**src/design/qeb_pkg.sv**
```systemverilog
`timescale 1ns / 1ps
// ----------------------------------------------------------------------------
// qeb_pkg
// Shared widths, lookup tables and codes for the quadrature encoder block.
// ----------------------------------------------------------------------------
package qeb_pkg;

    localparam int COUNT_WIDTH      = 16;
    localparam int STEPS_PER_DETENT = 4;
    localparam int THRESH_WIDTH     = 16;

    // Wide enough for both the press count and the threshold.
    localparam int CMP_WIDTH = (COUNT_WIDTH > THRESH_WIDTH) ? COUNT_WIDTH : THRESH_WIDTH;

    // The step counter must hold -STEPS_PER_DETENT..+STEPS_PER_DETENT.
    localparam int STEP_WIDTH = $clog2(STEPS_PER_DETENT) + 2;

    // Indexed by {new B, new A, previous B, previous A}.
    localparam logic [15:0] UP_TABLE   = 16'h2814;
    localparam logic [15:0] DOWN_TABLE = 16'h4182;

    localparam logic [THRESH_WIDTH-1:0] THRESH_RESET = THRESH_WIDTH'(50);

    typedef enum logic [1:0] {
        ROT_NONE = 2'd0,
        ROT_CW   = 2'd1,
        ROT_CCW  = 2'd2
    } t_rotation;

endpackage

```
**src/design/qeb_in_if.sv**
```systemverilog
`timescale 1ns / 1ps
// ----------------------------------------------------------------------------
// qeb_in_if
// Sample channel: one item carries the button and the A/B line levels.
// ----------------------------------------------------------------------------
interface qeb_in_if;
    logic valid;
    logic ready;
    logic btn_level;
    logic phase_a_level;
    logic phase_b_level;

    modport source (output valid, output btn_level, output phase_a_level,
                    output phase_b_level, input ready);
    modport sink   (input valid, input btn_level, input phase_a_level,
                    input phase_b_level, output ready);
endinterface

```
**src/design/qeb_out_if.sv**
```systemverilog
`timescale 1ns / 1ps
// ----------------------------------------------------------------------------
// qeb_out_if
// Result channel: one item carries the click flag and the rotation code.
// ----------------------------------------------------------------------------
interface qeb_out_if;
    logic       valid;
    logic       ready;
    logic       click;
    logic [1:0] rotation;

    modport source (output valid, output click, output rotation, input ready);
    modport sink   (input valid, input click, input rotation, output ready);
endinterface

```
**src/design/qeb_cfg_if.sv**
```systemverilog
`timescale 1ns / 1ps
// ----------------------------------------------------------------------------
// qeb_cfg_if
// Configuration write channel for the press threshold register.
// ----------------------------------------------------------------------------
interface qeb_cfg_if;
    logic        valid;
    logic        ready;
    logic [15:0] data;

    modport source (output valid, output data, input ready);
    modport sink   (input valid, input data, output ready);
endinterface

```
**src/design/quadrature_encoder_with_button_core.sv**
```systemverilog
`timescale 1ns / 1ps
// ----------------------------------------------------------------------------
// quadrature_encoder_with_button_core
// Rotary encoder decoder with push-button click detection.
// ----------------------------------------------------------------------------
// Usage:
//   i_in_ch carries one sampled tick per item: button, A and B line levels.
//   o_out_ch returns exactly one item per tick: a click flag and a rotation
//   code (none, clockwise detent, counter-clockwise detent).
//   i_cfg_ch writes the press threshold; it is always ready and should only
//   be written while no tick is in flight.
// Timing:
//   The decoder state and the output register both load at the edge that
//   accepts a tick, so the result is offered from the next cycle. One tick
//   is accepted every cycle while the output register is empty or being
//   drained; the state update is a single table lookup plus a small add.
// Flow control:
//   The input is ready whenever the output register is empty or is being
//   drained in the same cycle. A stalled receiver holds the result and the
//   input stalls with it; nothing is dropped.
// Reset:
//   Synchronous active-low reset empties the output register, sets the
//   threshold to 50 ticks, marks the button released and clears both the
//   press count and the step counter.
// ----------------------------------------------------------------------------
module quadrature_encoder_with_button_core (
    input  logic  i_clk,
    input  logic  i_rst_n,
    qeb_in_if.sink    i_in_ch,
    qeb_out_if.source o_out_ch,
    qeb_cfg_if.sink   i_cfg_ch
);

    logic [qeb_pkg::THRESH_WIDTH-1:0] r_threshold;
    logic                             r_out_valid;
    logic                             r_click;
    qeb_pkg::t_rotation               r_rotation;

    logic                             w_accept;
    logic                             w_click;
    qeb_pkg::t_rotation               w_rotation;

    assign i_in_ch.ready  = !r_out_valid || o_out_ch.ready;
    assign w_accept       = i_in_ch.valid && i_in_ch.ready;
    assign i_cfg_ch.ready = 1'b1;

    always_ff @(posedge i_clk) begin
        if (!i_rst_n) begin
            r_threshold <= qeb_pkg::THRESH_RESET;
        end else if (i_cfg_ch.valid) begin
            r_threshold <= i_cfg_ch.data;
        end
    end

    qeb_button u_button (
        .i_clk       (i_clk),
        .i_rst_n     (i_rst_n),
        .i_accept    (w_accept),
        .i_btn_level (i_in_ch.btn_level),
        .i_threshold (r_threshold),
        .o_click     (w_click)
    );

    qeb_rotary u_rotary (
        .i_clk           (i_clk),
        .i_rst_n         (i_rst_n),
        .i_accept        (w_accept),
        .i_phase_a_level (i_in_ch.phase_a_level),
        .i_phase_b_level (i_in_ch.phase_b_level),
        .o_rotation      (w_rotation)
    );

    always_ff @(posedge i_clk) begin
        if (!i_rst_n) begin
            r_out_valid <= 1'b0;
        end else if (w_accept) begin
            r_out_valid <= 1'b1;
        end else if (o_out_ch.ready) begin
            r_out_valid <= 1'b0;
        end
    end

    always_ff @(posedge i_clk) begin
        if (w_accept) begin
            r_click    <= w_click;
            r_rotation <= w_rotation;
        end
    end

    assign o_out_ch.valid    = r_out_valid;
    assign o_out_ch.click    = r_click;
    assign o_out_ch.rotation = r_rotation;

endmodule

```
**src/design/qeb_button.sv**
```systemverilog
`timescale 1ns / 1ps
// ----------------------------------------------------------------------------
// qeb_button
// Counts low button ticks; clicks on a level change once count >= threshold.
// ----------------------------------------------------------------------------
module qeb_button (
    input  logic                              i_clk,
    input  logic                              i_rst_n,
    input  logic                              i_accept,
    input  logic                              i_btn_level,
    input  logic [qeb_pkg::THRESH_WIDTH-1:0]  i_threshold,
    output logic                              o_click
);

    logic                             r_last_btn;
    logic [qeb_pkg::COUNT_WIDTH-1:0]  r_press_ticks;
    logic [qeb_pkg::COUNT_WIDTH-1:0]  n_press_ticks;
    logic [qeb_pkg::COUNT_WIDTH-1:0]  w_incr;
    logic                             w_change;

    // The count saturates instead of wrapping.
    assign w_incr = (!i_btn_level && (r_press_ticks != '1)) ?
                    r_press_ticks + qeb_pkg::COUNT_WIDTH'(1) : r_press_ticks;
    assign w_change = (i_btn_level != r_last_btn);

    always_comb begin
        o_click       = 1'b0;
        n_press_ticks = w_incr;
        if (w_change) begin
            o_click       = (qeb_pkg::CMP_WIDTH'(w_incr) >=
                             qeb_pkg::CMP_WIDTH'(i_threshold));
            n_press_ticks = '0;
        end
    end

    always_ff @(posedge i_clk) begin
        if (!i_rst_n) begin
            r_last_btn    <= 1'b1;
            r_press_ticks <= '0;
        end else if (i_accept) begin
            r_last_btn    <= i_btn_level;
            r_press_ticks <= n_press_ticks;
        end
    end

endmodule

```
**src/design/qeb_rotary.sv**
```systemverilog
`timescale 1ns / 1ps
// ----------------------------------------------------------------------------
// qeb_rotary
// Table-driven quadrature decoder with a per-detent step counter.
// ----------------------------------------------------------------------------
module qeb_rotary (
    input  logic               i_clk,
    input  logic               i_rst_n,
    input  logic               i_accept,
    input  logic               i_phase_a_level,
    input  logic               i_phase_b_level,
    output qeb_pkg::t_rotation o_rotation
);

    localparam logic signed [qeb_pkg::STEP_WIDTH-1:0] STEP_MAX =
        qeb_pkg::STEP_WIDTH'(qeb_pkg::STEPS_PER_DETENT);
    localparam logic signed [qeb_pkg::STEP_WIDTH-1:0] STEP_MIN = -STEP_MAX;
    localparam logic signed [qeb_pkg::STEP_WIDTH-1:0] STEP_ONE =
        qeb_pkg::STEP_WIDTH'(1);

    logic [1:0]                              r_prev_phase;
    logic signed [qeb_pkg::STEP_WIDTH-1:0]   r_step_count;
    logic signed [qeb_pkg::STEP_WIDTH-1:0]   n_step_count;
    logic signed [qeb_pkg::STEP_WIDTH-1:0]   w_stepped;
    logic [3:0]                              w_idx;

    assign w_idx = {i_phase_b_level, i_phase_a_level, r_prev_phase};

    // Transitions that are in neither table leave the counter alone.
    always_comb begin
        priority if (qeb_pkg::UP_TABLE[w_idx]) begin
            w_stepped = r_step_count + STEP_ONE;
        end else if (qeb_pkg::DOWN_TABLE[w_idx]) begin
            w_stepped = r_step_count - STEP_ONE;
        end else begin
            w_stepped = r_step_count;
        end
    end

    always_comb begin
        o_rotation   = qeb_pkg::ROT_NONE;
        n_step_count = w_stepped;
        priority if (w_stepped >= STEP_MAX) begin
            o_rotation   = qeb_pkg::ROT_CW;
            n_step_count = '0;
        end else if (w_stepped <= STEP_MIN) begin
            o_rotation   = qeb_pkg::ROT_CCW;
            n_step_count = '0;
        end else begin
            n_step_count = w_stepped;
        end
    end

    always_ff @(posedge i_clk) begin
        if (!i_rst_n) begin
            r_prev_phase <= 2'b00;
            r_step_count <= '0;
        end else if (i_accept) begin
            r_prev_phase <= {i_phase_b_level, i_phase_a_level};
            r_step_count <= n_step_count;
        end
    end

endmodule

```
**src/flat_wrapper.sv**
```systemverilog
// flat-port wrapper written by rule: the top's interface ports become plain ports
module quadrature_encoder_with_button_core_flat 
  (i_clk, i_rst_n, i_in_ch_valid, i_in_ch_btn_level, i_in_ch_phase_a_level, i_in_ch_phase_b_level, i_in_ch_ready, o_out_ch_valid, o_out_ch_click, o_out_ch_rotation, o_out_ch_ready, i_cfg_ch_valid, i_cfg_ch_data, i_cfg_ch_ready);
  qeb_in_if i_in_ch_i ();
  qeb_out_if o_out_ch_i ();
  qeb_cfg_if i_cfg_ch_i ();
  input  logic i_clk;
  input  logic i_rst_n;
  input wire logic [$bits(i_in_ch_i.valid)-1:0] i_in_ch_valid;
  input wire logic [$bits(i_in_ch_i.btn_level)-1:0] i_in_ch_btn_level;
  input wire logic [$bits(i_in_ch_i.phase_a_level)-1:0] i_in_ch_phase_a_level;
  input wire logic [$bits(i_in_ch_i.phase_b_level)-1:0] i_in_ch_phase_b_level;
  output wire logic [$bits(i_in_ch_i.ready)-1:0] i_in_ch_ready;
  output wire logic [$bits(o_out_ch_i.valid)-1:0] o_out_ch_valid;
  output wire logic [$bits(o_out_ch_i.click)-1:0] o_out_ch_click;
  output wire logic [$bits(o_out_ch_i.rotation)-1:0] o_out_ch_rotation;
  input wire logic [$bits(o_out_ch_i.ready)-1:0] o_out_ch_ready;
  input wire logic [$bits(i_cfg_ch_i.valid)-1:0] i_cfg_ch_valid;
  input wire logic [$bits(i_cfg_ch_i.data)-1:0] i_cfg_ch_data;
  output wire logic [$bits(i_cfg_ch_i.ready)-1:0] i_cfg_ch_ready;
  assign i_in_ch_i.valid = i_in_ch_valid;
  assign i_in_ch_i.btn_level = i_in_ch_btn_level;
  assign i_in_ch_i.phase_a_level = i_in_ch_phase_a_level;
  assign i_in_ch_i.phase_b_level = i_in_ch_phase_b_level;
  assign i_in_ch_ready = i_in_ch_i.ready;
  assign o_out_ch_valid = o_out_ch_i.valid;
  assign o_out_ch_click = o_out_ch_i.click;
  assign o_out_ch_rotation = o_out_ch_i.rotation;
  assign o_out_ch_i.ready = o_out_ch_ready;
  assign i_cfg_ch_i.valid = i_cfg_ch_valid;
  assign i_cfg_ch_i.data = i_cfg_ch_data;
  assign i_cfg_ch_ready = i_cfg_ch_i.ready;
  quadrature_encoder_with_button_core u_core (.i_clk(i_clk), .i_rst_n(i_rst_n), .i_in_ch(i_in_ch_i), .o_out_ch(o_out_ch_i), .i_cfg_ch(i_cfg_ch_i));
endmodule
```
**config.mk**
```make
export PLATFORM = sky130hd
export DESIGN_NAME = quadrature_encoder_with_button_core_flat
export DESIGN_NICKNAME = d
export VERILOG_FILES = /design/src/design/qeb_pkg.sv /design/src/design/qeb_in_if.sv /design/src/design/qeb_out_if.sv /design/src/design/qeb_cfg_if.sv /design/src/design/quadrature_encoder_with_button_core.sv /design/src/design/qeb_button.sv /design/src/design/qeb_rotary.sv /design/src/flat_wrapper.sv
export SDC_FILE = /design/constraint.sdc
export NUM_CORES = 1
export LEC_CHECK = 0
export ABC_CLOCK_PERIOD_IN_PS = 4400
export BUFFER_PORTS_ARGS = -buffer_cell sky130_fd_sc_hd__buf_2
export CAP_MARGIN = 20
export CORE_UTILIZATION = 55
export CTS_CLUSTER_DIAMETER = 120
export DETAILED_ROUTE_END_ITERATION = 6
export GPL_ROUTABILITY_DRIVEN = 0
export PLACE_DENSITY_LB_ADDON = 0.25
export SYNTH_ARGS = -nofsm -noshare
export SYNTH_HDL_FRONTEND = slang
export SYNTH_SLANG_ARGS = --single-unit
```
**constraint.sdc**
```tcl
create_clock -name i_clk -period 4.4 [get_ports i_clk]
set_input_delay 0.66 -clock i_clk [delete_from_list [all_inputs] [get_ports i_clk]]
set_output_delay 0.66 -clock i_clk [all_outputs]
set_load 0.05 [all_outputs]
```
### Yosys cells after proc, flatten, opt, wreduce, memory -nomap -nowiden

Memory sizes are Yosys's and may differ from the RTL's.
Index checks and enable logic that the tools add are counted.

| storage, ports and cells | value |
|---|---|
| flip-flop bits (word level) | 43 |
| memory bits (read-only) | 32 |
| bits of input ports | 24 |
| output and inout port bits | 6 |
| word-level logic and storage cells | 36 |
| memories kept | 2 |

Memories:

| memory | depth | width | read ports | clocked after memory_dff | write ports | line | text |
|---|---|---|---|---|---|---|---|
| (name not given) | 16 | 1 | 1 | 0 | 0 | qeb_rotary.sv:33 | `end else if (qeb_pkg::DOWN_TABLE[w_idx]) begin` |
| (name not given) | 16 | 1 | 1 | 0 | 0 | qeb_rotary.sv:31 | `priority if (qeb_pkg::UP_TABLE[w_idx]) begin` |

| cells by class | value |
|---|---|
| $add $sub $neg | 3 |
| $lt $le $gt $ge | 4 |
| equal/unequal tests | 2 |
| mux-type cells | 11 |
| reductions and logical operators | 6 |

Operator list:

| kind | number |
|---|---|
| $mux W16 | 2 |
| $add A16 B1 Y16 const B | 1 |
| $ge A16 B16 Y1 | 1 |
| $mux W4 | 4 |
| $ne A16 B16 Y1 const B | 1 |
| $lt A4 B5 Y1 const B | 1 |
| $add A4 B2 Y4 const B | 1 |
| $ge A4 B4 Y1 const B | 1 |
| $le A4 B3 Y1 const B | 1 |
| $mux W1 | 4 |
| $sub A4 B2 Y4 const B | 1 |
| $logic_and A1 B1 Y1 | 2 |
| $logic_not A1 Y1 | 2 |
| $mux W2 | 1 |
| $reduce_bool A2 Y1 | 1 |
| $logic_or A1 B1 Y1 | 1 |
| $ne A1 B1 Y1 | 1 |

### Depth between registers and ports, before layout

| depth | value |
|---|---|
| depth after elaboration | 7 |
| depth in mapped cells | 14 |
| gate-level depth less buffers | 13 |

### Hierarchy

A second synthesis with hierarchy kept.

| unflattened totals | value |
|---|---|
| cell total of the unflattened synthesis | 317 |
| area, all modules | 2862.7 um^2 |

Modules (own cells, without submodules):

| module | times used | cells each | area each (um^2) |
|---|---|---|---|
| qeb_button | 1 | 195 | 1602.8 |
| quadrature_encoder_with_button_core | 1 | 61 | 753.2 |
| qeb_rotary | 1 | 61 | 506.7 |

### Worst setup path before layout

OpenSTA, ideal clock, no wires.

| timing | value |
|---|---|
| kind | register to register |
| start point | reg u_core.u_button.r_press_ticks[6] (netlist bit) |
| end point | reg u_core.r_click, in the netlist u_core.o_out_ch.click (data pin) |
| arrival | 2.614 ns |
| data required time | 4.129 ns |
| path slack | 1.514 ns |
| cell stages (with the launch flop) | 13 |
| clock period less this slack | 2.886 ns |
| cell sequence | dfxtp_1 clkbuf_1 and4_1 nand3_1 or4_1 xnor2_1 ha_1 a21o_1 a21o_1 a21oi_1 nand2_1 a21oi_1 a211oi_1 |

| on the way | value |
|---|---|
| word-level cells in the longest chain between the ends | 4 |
| elaborated cells on any way between the ends | 5 |

Ends and longest elaborated chain:

| element | line | text |
|---|---|---|
| start, declared | qeb_button.sv:16 | `logic [qeb_pkg::COUNT_WIDTH-1:0] r_press_ticks;` |
| start signal, assigned | qeb_button.sv:42 | `r_press_ticks <= n_press_ticks;` |
| branches (longest 2 deep; another with $add A16 B1 Y16) | -- |  |
| $mux W16 (*) | qeb_button.sv:22 | `assign w_incr = (!i_btn_level && (r_press_ticks != '1)) ?` |
| $ge A16 B16 Y1 (*) | qeb_button.sv:30 | `o_click = (qeb_pkg::CMP_WIDTH'(w_incr) >=` |
| end signal, assigned | quadrature_encoder_with_button_core.sv:85 | `r_click <= w_click;` |
| end, declared | quadrature_encoder_with_button_core.sv:36 | `logic r_click;` |

Every way passes the cells marked *.
A chain may end at the register's enable or synchronous reset.

### Final worst setup path

Same ends and word-level chain as after synthesis.

==> impl_metrics.py <==
metrics = {
    "pwr": {
        "vdd_drop_max_mv": 0.237,
        "power_frac_comb": 0.156,
        "seq_power_share": 0.457,
        "p_leak_nw": 1.29,
        "p_sw_mw": 0.229,
        "p_sw_frac": 0.247,
        "power.density_nw_per_um2": 315,
        "intPower_mw": 0.696,
        "clockPowerShare": 0.387,
    },
    "clock_tree": {
        "cts_sinks": 43,
        "cts_root_buffer": "clkbuf_8",
        "numCtsBuffers": 5,
        "htree_levels": 2,
        "postCtsHoldBufs": 0,
        "clk_latency_ps": 300,
        "cts_resized": 0,
        "cts.clk_slew.worst_paths_ps": 80,
        "postCtsSetupBuffers": 0,
        "clk_path_buf_depth": 2,
        "cts_tree": "built",
    },
    "finish": {
        "area_growth_pct": 10.9,
        "diodes": 0,
        "num-fill-cells": 393,
        "fin_nets": 377,
        "drive_gt1_frac": 0.140,
    },
    "global_routing": {
        "grt_pass1_vias": 2082,
        "antenna_found_initial": 0,
        "grt_overflow": 0,
        "grt_pass1_wl_um": 9030,
        "grt_max_degree": 37,
        "gr-usage-all-layers": 0.223,
    },
    "sta": {
        "setup_viol": 0,
        "tightest_slew_ps": 590,
        "min_period_over_period": 0.725,
        "timing.final.ws_setup_ps": 1210,
        "max_clock_freq_ghz": 0.314,
        "tns_ps": 0,
        "maxSlewViolCount": 0,
        "hold_violations": 0,
        "relSlewSlack": 0.606,
        "fin_skew_ps": 7.60,
        "finalCriticalPeriod_ps": 3190,
        "rsz0062_at_grt": "false",
    },
    "worst_setup_path": {
        "critPathLaunchType": "register",
        "cp-end-kind": "register",
        "crit_fanout": 8,
        "arrival_ps": 3210,
        "critPathKind": "register to register",
        "cp.required_ps": 4420,
    },
    "synthesis": {
        "netlist_instances": 311,
        "ys_types": 51,
        "avgSynthCellArea_um2": 8.50,
        "synth-edff-count": 3,
        "synth_seq_cells": 43,
        "synth_warnings": 0,
        "syn_area_um2": 2650,
        "synthFlopType": "dfxtp_1",
        "synth_nets": 354,
        "ys_seq_area_frac": 0.337,
        "synthArstFlopShare": 0,
    },
    "floorplanning": {
        "core_um2": 4470,
        "die_w_um": 71.4,
        "dieArea_um2": 5090,
        "start_util": 0.591,
        "rows": 24,
        "io_pins": 30,
        "die_y_um": 71.4,
    },
    "detailed_routing": {
        "vias": 2188,
        "detail-route-antenna-nets": 0,
        "viasPerCell": 5.65,
        "detail_route.iter0.violations": 101,
        "routed_wl_um": 5180,
        "drc_errors": 4,
        "firstDrtPassIters": 6,
        "wl_per_cell_um": 13.4,
    },
    "placed_design": {
        "io_buffers": 28,
        "dp_hpwl_um": 3680,
        "dp_worst_setup_slack_ps": 1240,
    },
    "outcome": {
        "status": "finished, violations left",
        "violations": "design-rule violations",
    },
    "worst_hold_path": {
        "hold_class": "register to register",
    },
    "flow_run": {
        "max_cap_violations": 0,
    },
}
==> cells in the final DEF, fill, tap and decap left out, types with 2 or more instances in the layout <==
cell type	instances
dfxtp_1	40
nand2_1	37
buf_2	28
inv_1	23
ha_1	19
nor2_1	16
nor2b_1	16
o21ai_0	15
xnor2_1	13
mux2i_1	13
nand3_1	11
a21oi_1	9
xor2_1	8
a21o_1	7
nor3_1	5
a21boi_0	5
a211oi_1	5
a31oi_1	5
clkbuf_8	5
nand2b_1	4
and4_1	4
nand4_1	4
o211ai_1	4
and3_1	3
or3_1	3
edfxtp_1	3
mux2_2	2
o22ai_1	2
bufinv_16	2
==> metal layers <==
layer / wire [um] / track usage / part of all wire / vias to the layer above
li1: - / - / - / 1120
met1: 2510 / 0.295 / 0.48 / 993
met2: 2300 / 0.363 / 0.44 / 65
met3: 294 / 0.0506 / 0.057 / 10
met4: 79 / 0.0689 / 0.015 / 0
met5: 0 / 0 / 0 / -
==> worst max-delay path: stages, from the launching register on <==
cell	delay, ps
dfxtp_1	450
and4_1	320
nand4_1	200
nor2_1	300
nor2_1	150
xnor2_1	240
ha_1	270
nand2b_1	140
a21o_1	180
a21o_1	160
a21oi_1	160
o21ai_0	130
a21oi_1	150
a211oi_1	60
==> worst paths after layout <==
path / from / cells after the start / slack [ps] / endpoint
worst max-delay path: u_core.u_button.r_press_ticks[6]$_SDFFE_PN0P_ / 13 / 1210 / u_core.o_out_ch.click$_SDFFCE_PP0P_
worst min-delay path: u_core.r_threshold[1]$_SDFFE_PN1P_ / 2 / 490 / u_core.r_threshold[1]$_SDFFE_PN1P_
worst max register to register: u_core.u_button.r_press_ticks[6]$_SDFFE_PN0P_ / 13 / 1210 / u_core.o_out_ch.click$_SDFFCE_PP0P_
worst min register to register: u_core.r_threshold[1]$_SDFFE_PN1P_ / 2 / 490 / u_core.r_threshold[1]$_SDFFE_PN1P_
==> kinds of logic (layout without fill, tap and decap cells) <==
| group | Yosys count | after routing | share of synthesized area |
|---|---|---|---|
| and+or+nand+nor | 113 | 113 | 0.225 |
| DFF | 43 | 43 | 0.337 |
| xor gates and xnor gates | 23 | 23 | 0.0818 |
| AOI/OAI and AO/OA | 61 | 61 | 0.152 |
| muxes | 16 | 16 | 0.0620 |
| adders and majority gates | 19 | 19 | 0.0899 |
| other | 1 | 1 | 0.00142 |
| buffers and inverters | 35 | 59 | 0.0511 |
==> layout make-up <==
cell class | count | area [um2] | share of cell area
Clock buffer | 6 | 72.6 | 0.0247
Sequential cell | 43 | 891 | 0.304
Inverter | 23 | 86.3 | 0.0294
Timing Repair Buffer | 28 | 140 | 0.0478
Tap cell | 52 | 65.1 | 0.0222
Multi-Input combinational cell | 233 | 1620 | 0.552
Clock inverter | 2 | 60.1 | 0.0205
==> synth_stat cells, types with 2 or more instances <==
library cell  instances  share of area
edfxtp_1              3          0.034
mux2i_1              13          0.049
or3_1                 3         0.0071
xnor2_1              13          0.043
a31oi_1               5          0.012
nor2b_1              16          0.038
o211ai_1              4          0.011
xor2_1                8          0.026
o22ai_1               2         0.0047
nor3_1                5         0.0095
a211oi_1              5          0.014
nand4_1               4         0.0095
nand2b_1              4         0.0095
inv_1                23          0.033
clkbuf_1             11          0.016
and4_1                4          0.013
a21oi_1               9          0.017
mux2_2                2         0.0085
dfxtp_1              40           0.30
nor2_1               16          0.023
ha_1                 19          0.090
a21o_1                7          0.020
o21ai_0              15          0.028
a21boi_0              5          0.014
nand3_1              11          0.021
and3_1                3         0.0071
nand2_1              37          0.053
==> metrics by stage <==
stage                util  instances  total power [mW]  hold WS, ps  area, um2
detailed placement  0.626        379             0.575          481       2800
global route        0.656        387             0.974          517       2930
floorplan               -        311             0.540          455       2650
CTS                 0.656        387             0.936          494       2930
global placement    0.626        379             0.572          471       2800
finish              0.656        387             0.926          491       2930
==> power groups by stage <==
| stage | Sequential (mW) | Combinational [mW] | Clock, mW |
|---|---|---|---|
| floorplan | 0.441 | 0.0991 | 0 |
| global placement | 0.432 | 0.140 | 0 |
| detailed placement | 0.433 | 0.143 | 0 |
| CTS | 0.423 | 0.144 | 0.368 |
| global route | 0.426 | 0.160 | 0.388 |
| finish | 0.423 | 0.144 | 0.358 |
==> sequential cells by signal, indices dropped and copies added (netlist names) <==
| name | flops |
|---|---|
| u_core.r_threshold | 16 |
| u_core.u_rotary.r_step_count | 4 |
| u_core.o_out_ch.rotation | 2 |
| u_core.u_button.r_last_btn | 1 |
| u_core.o_out_ch.valid | 1 |
| u_core.u_rotary.r_prev_phase | 2 |
| u_core.u_button.r_press_ticks | 16 |
| u_core.o_out_ch.click | 1 |
Note: power is estimated with default switching activity, not from simulation.
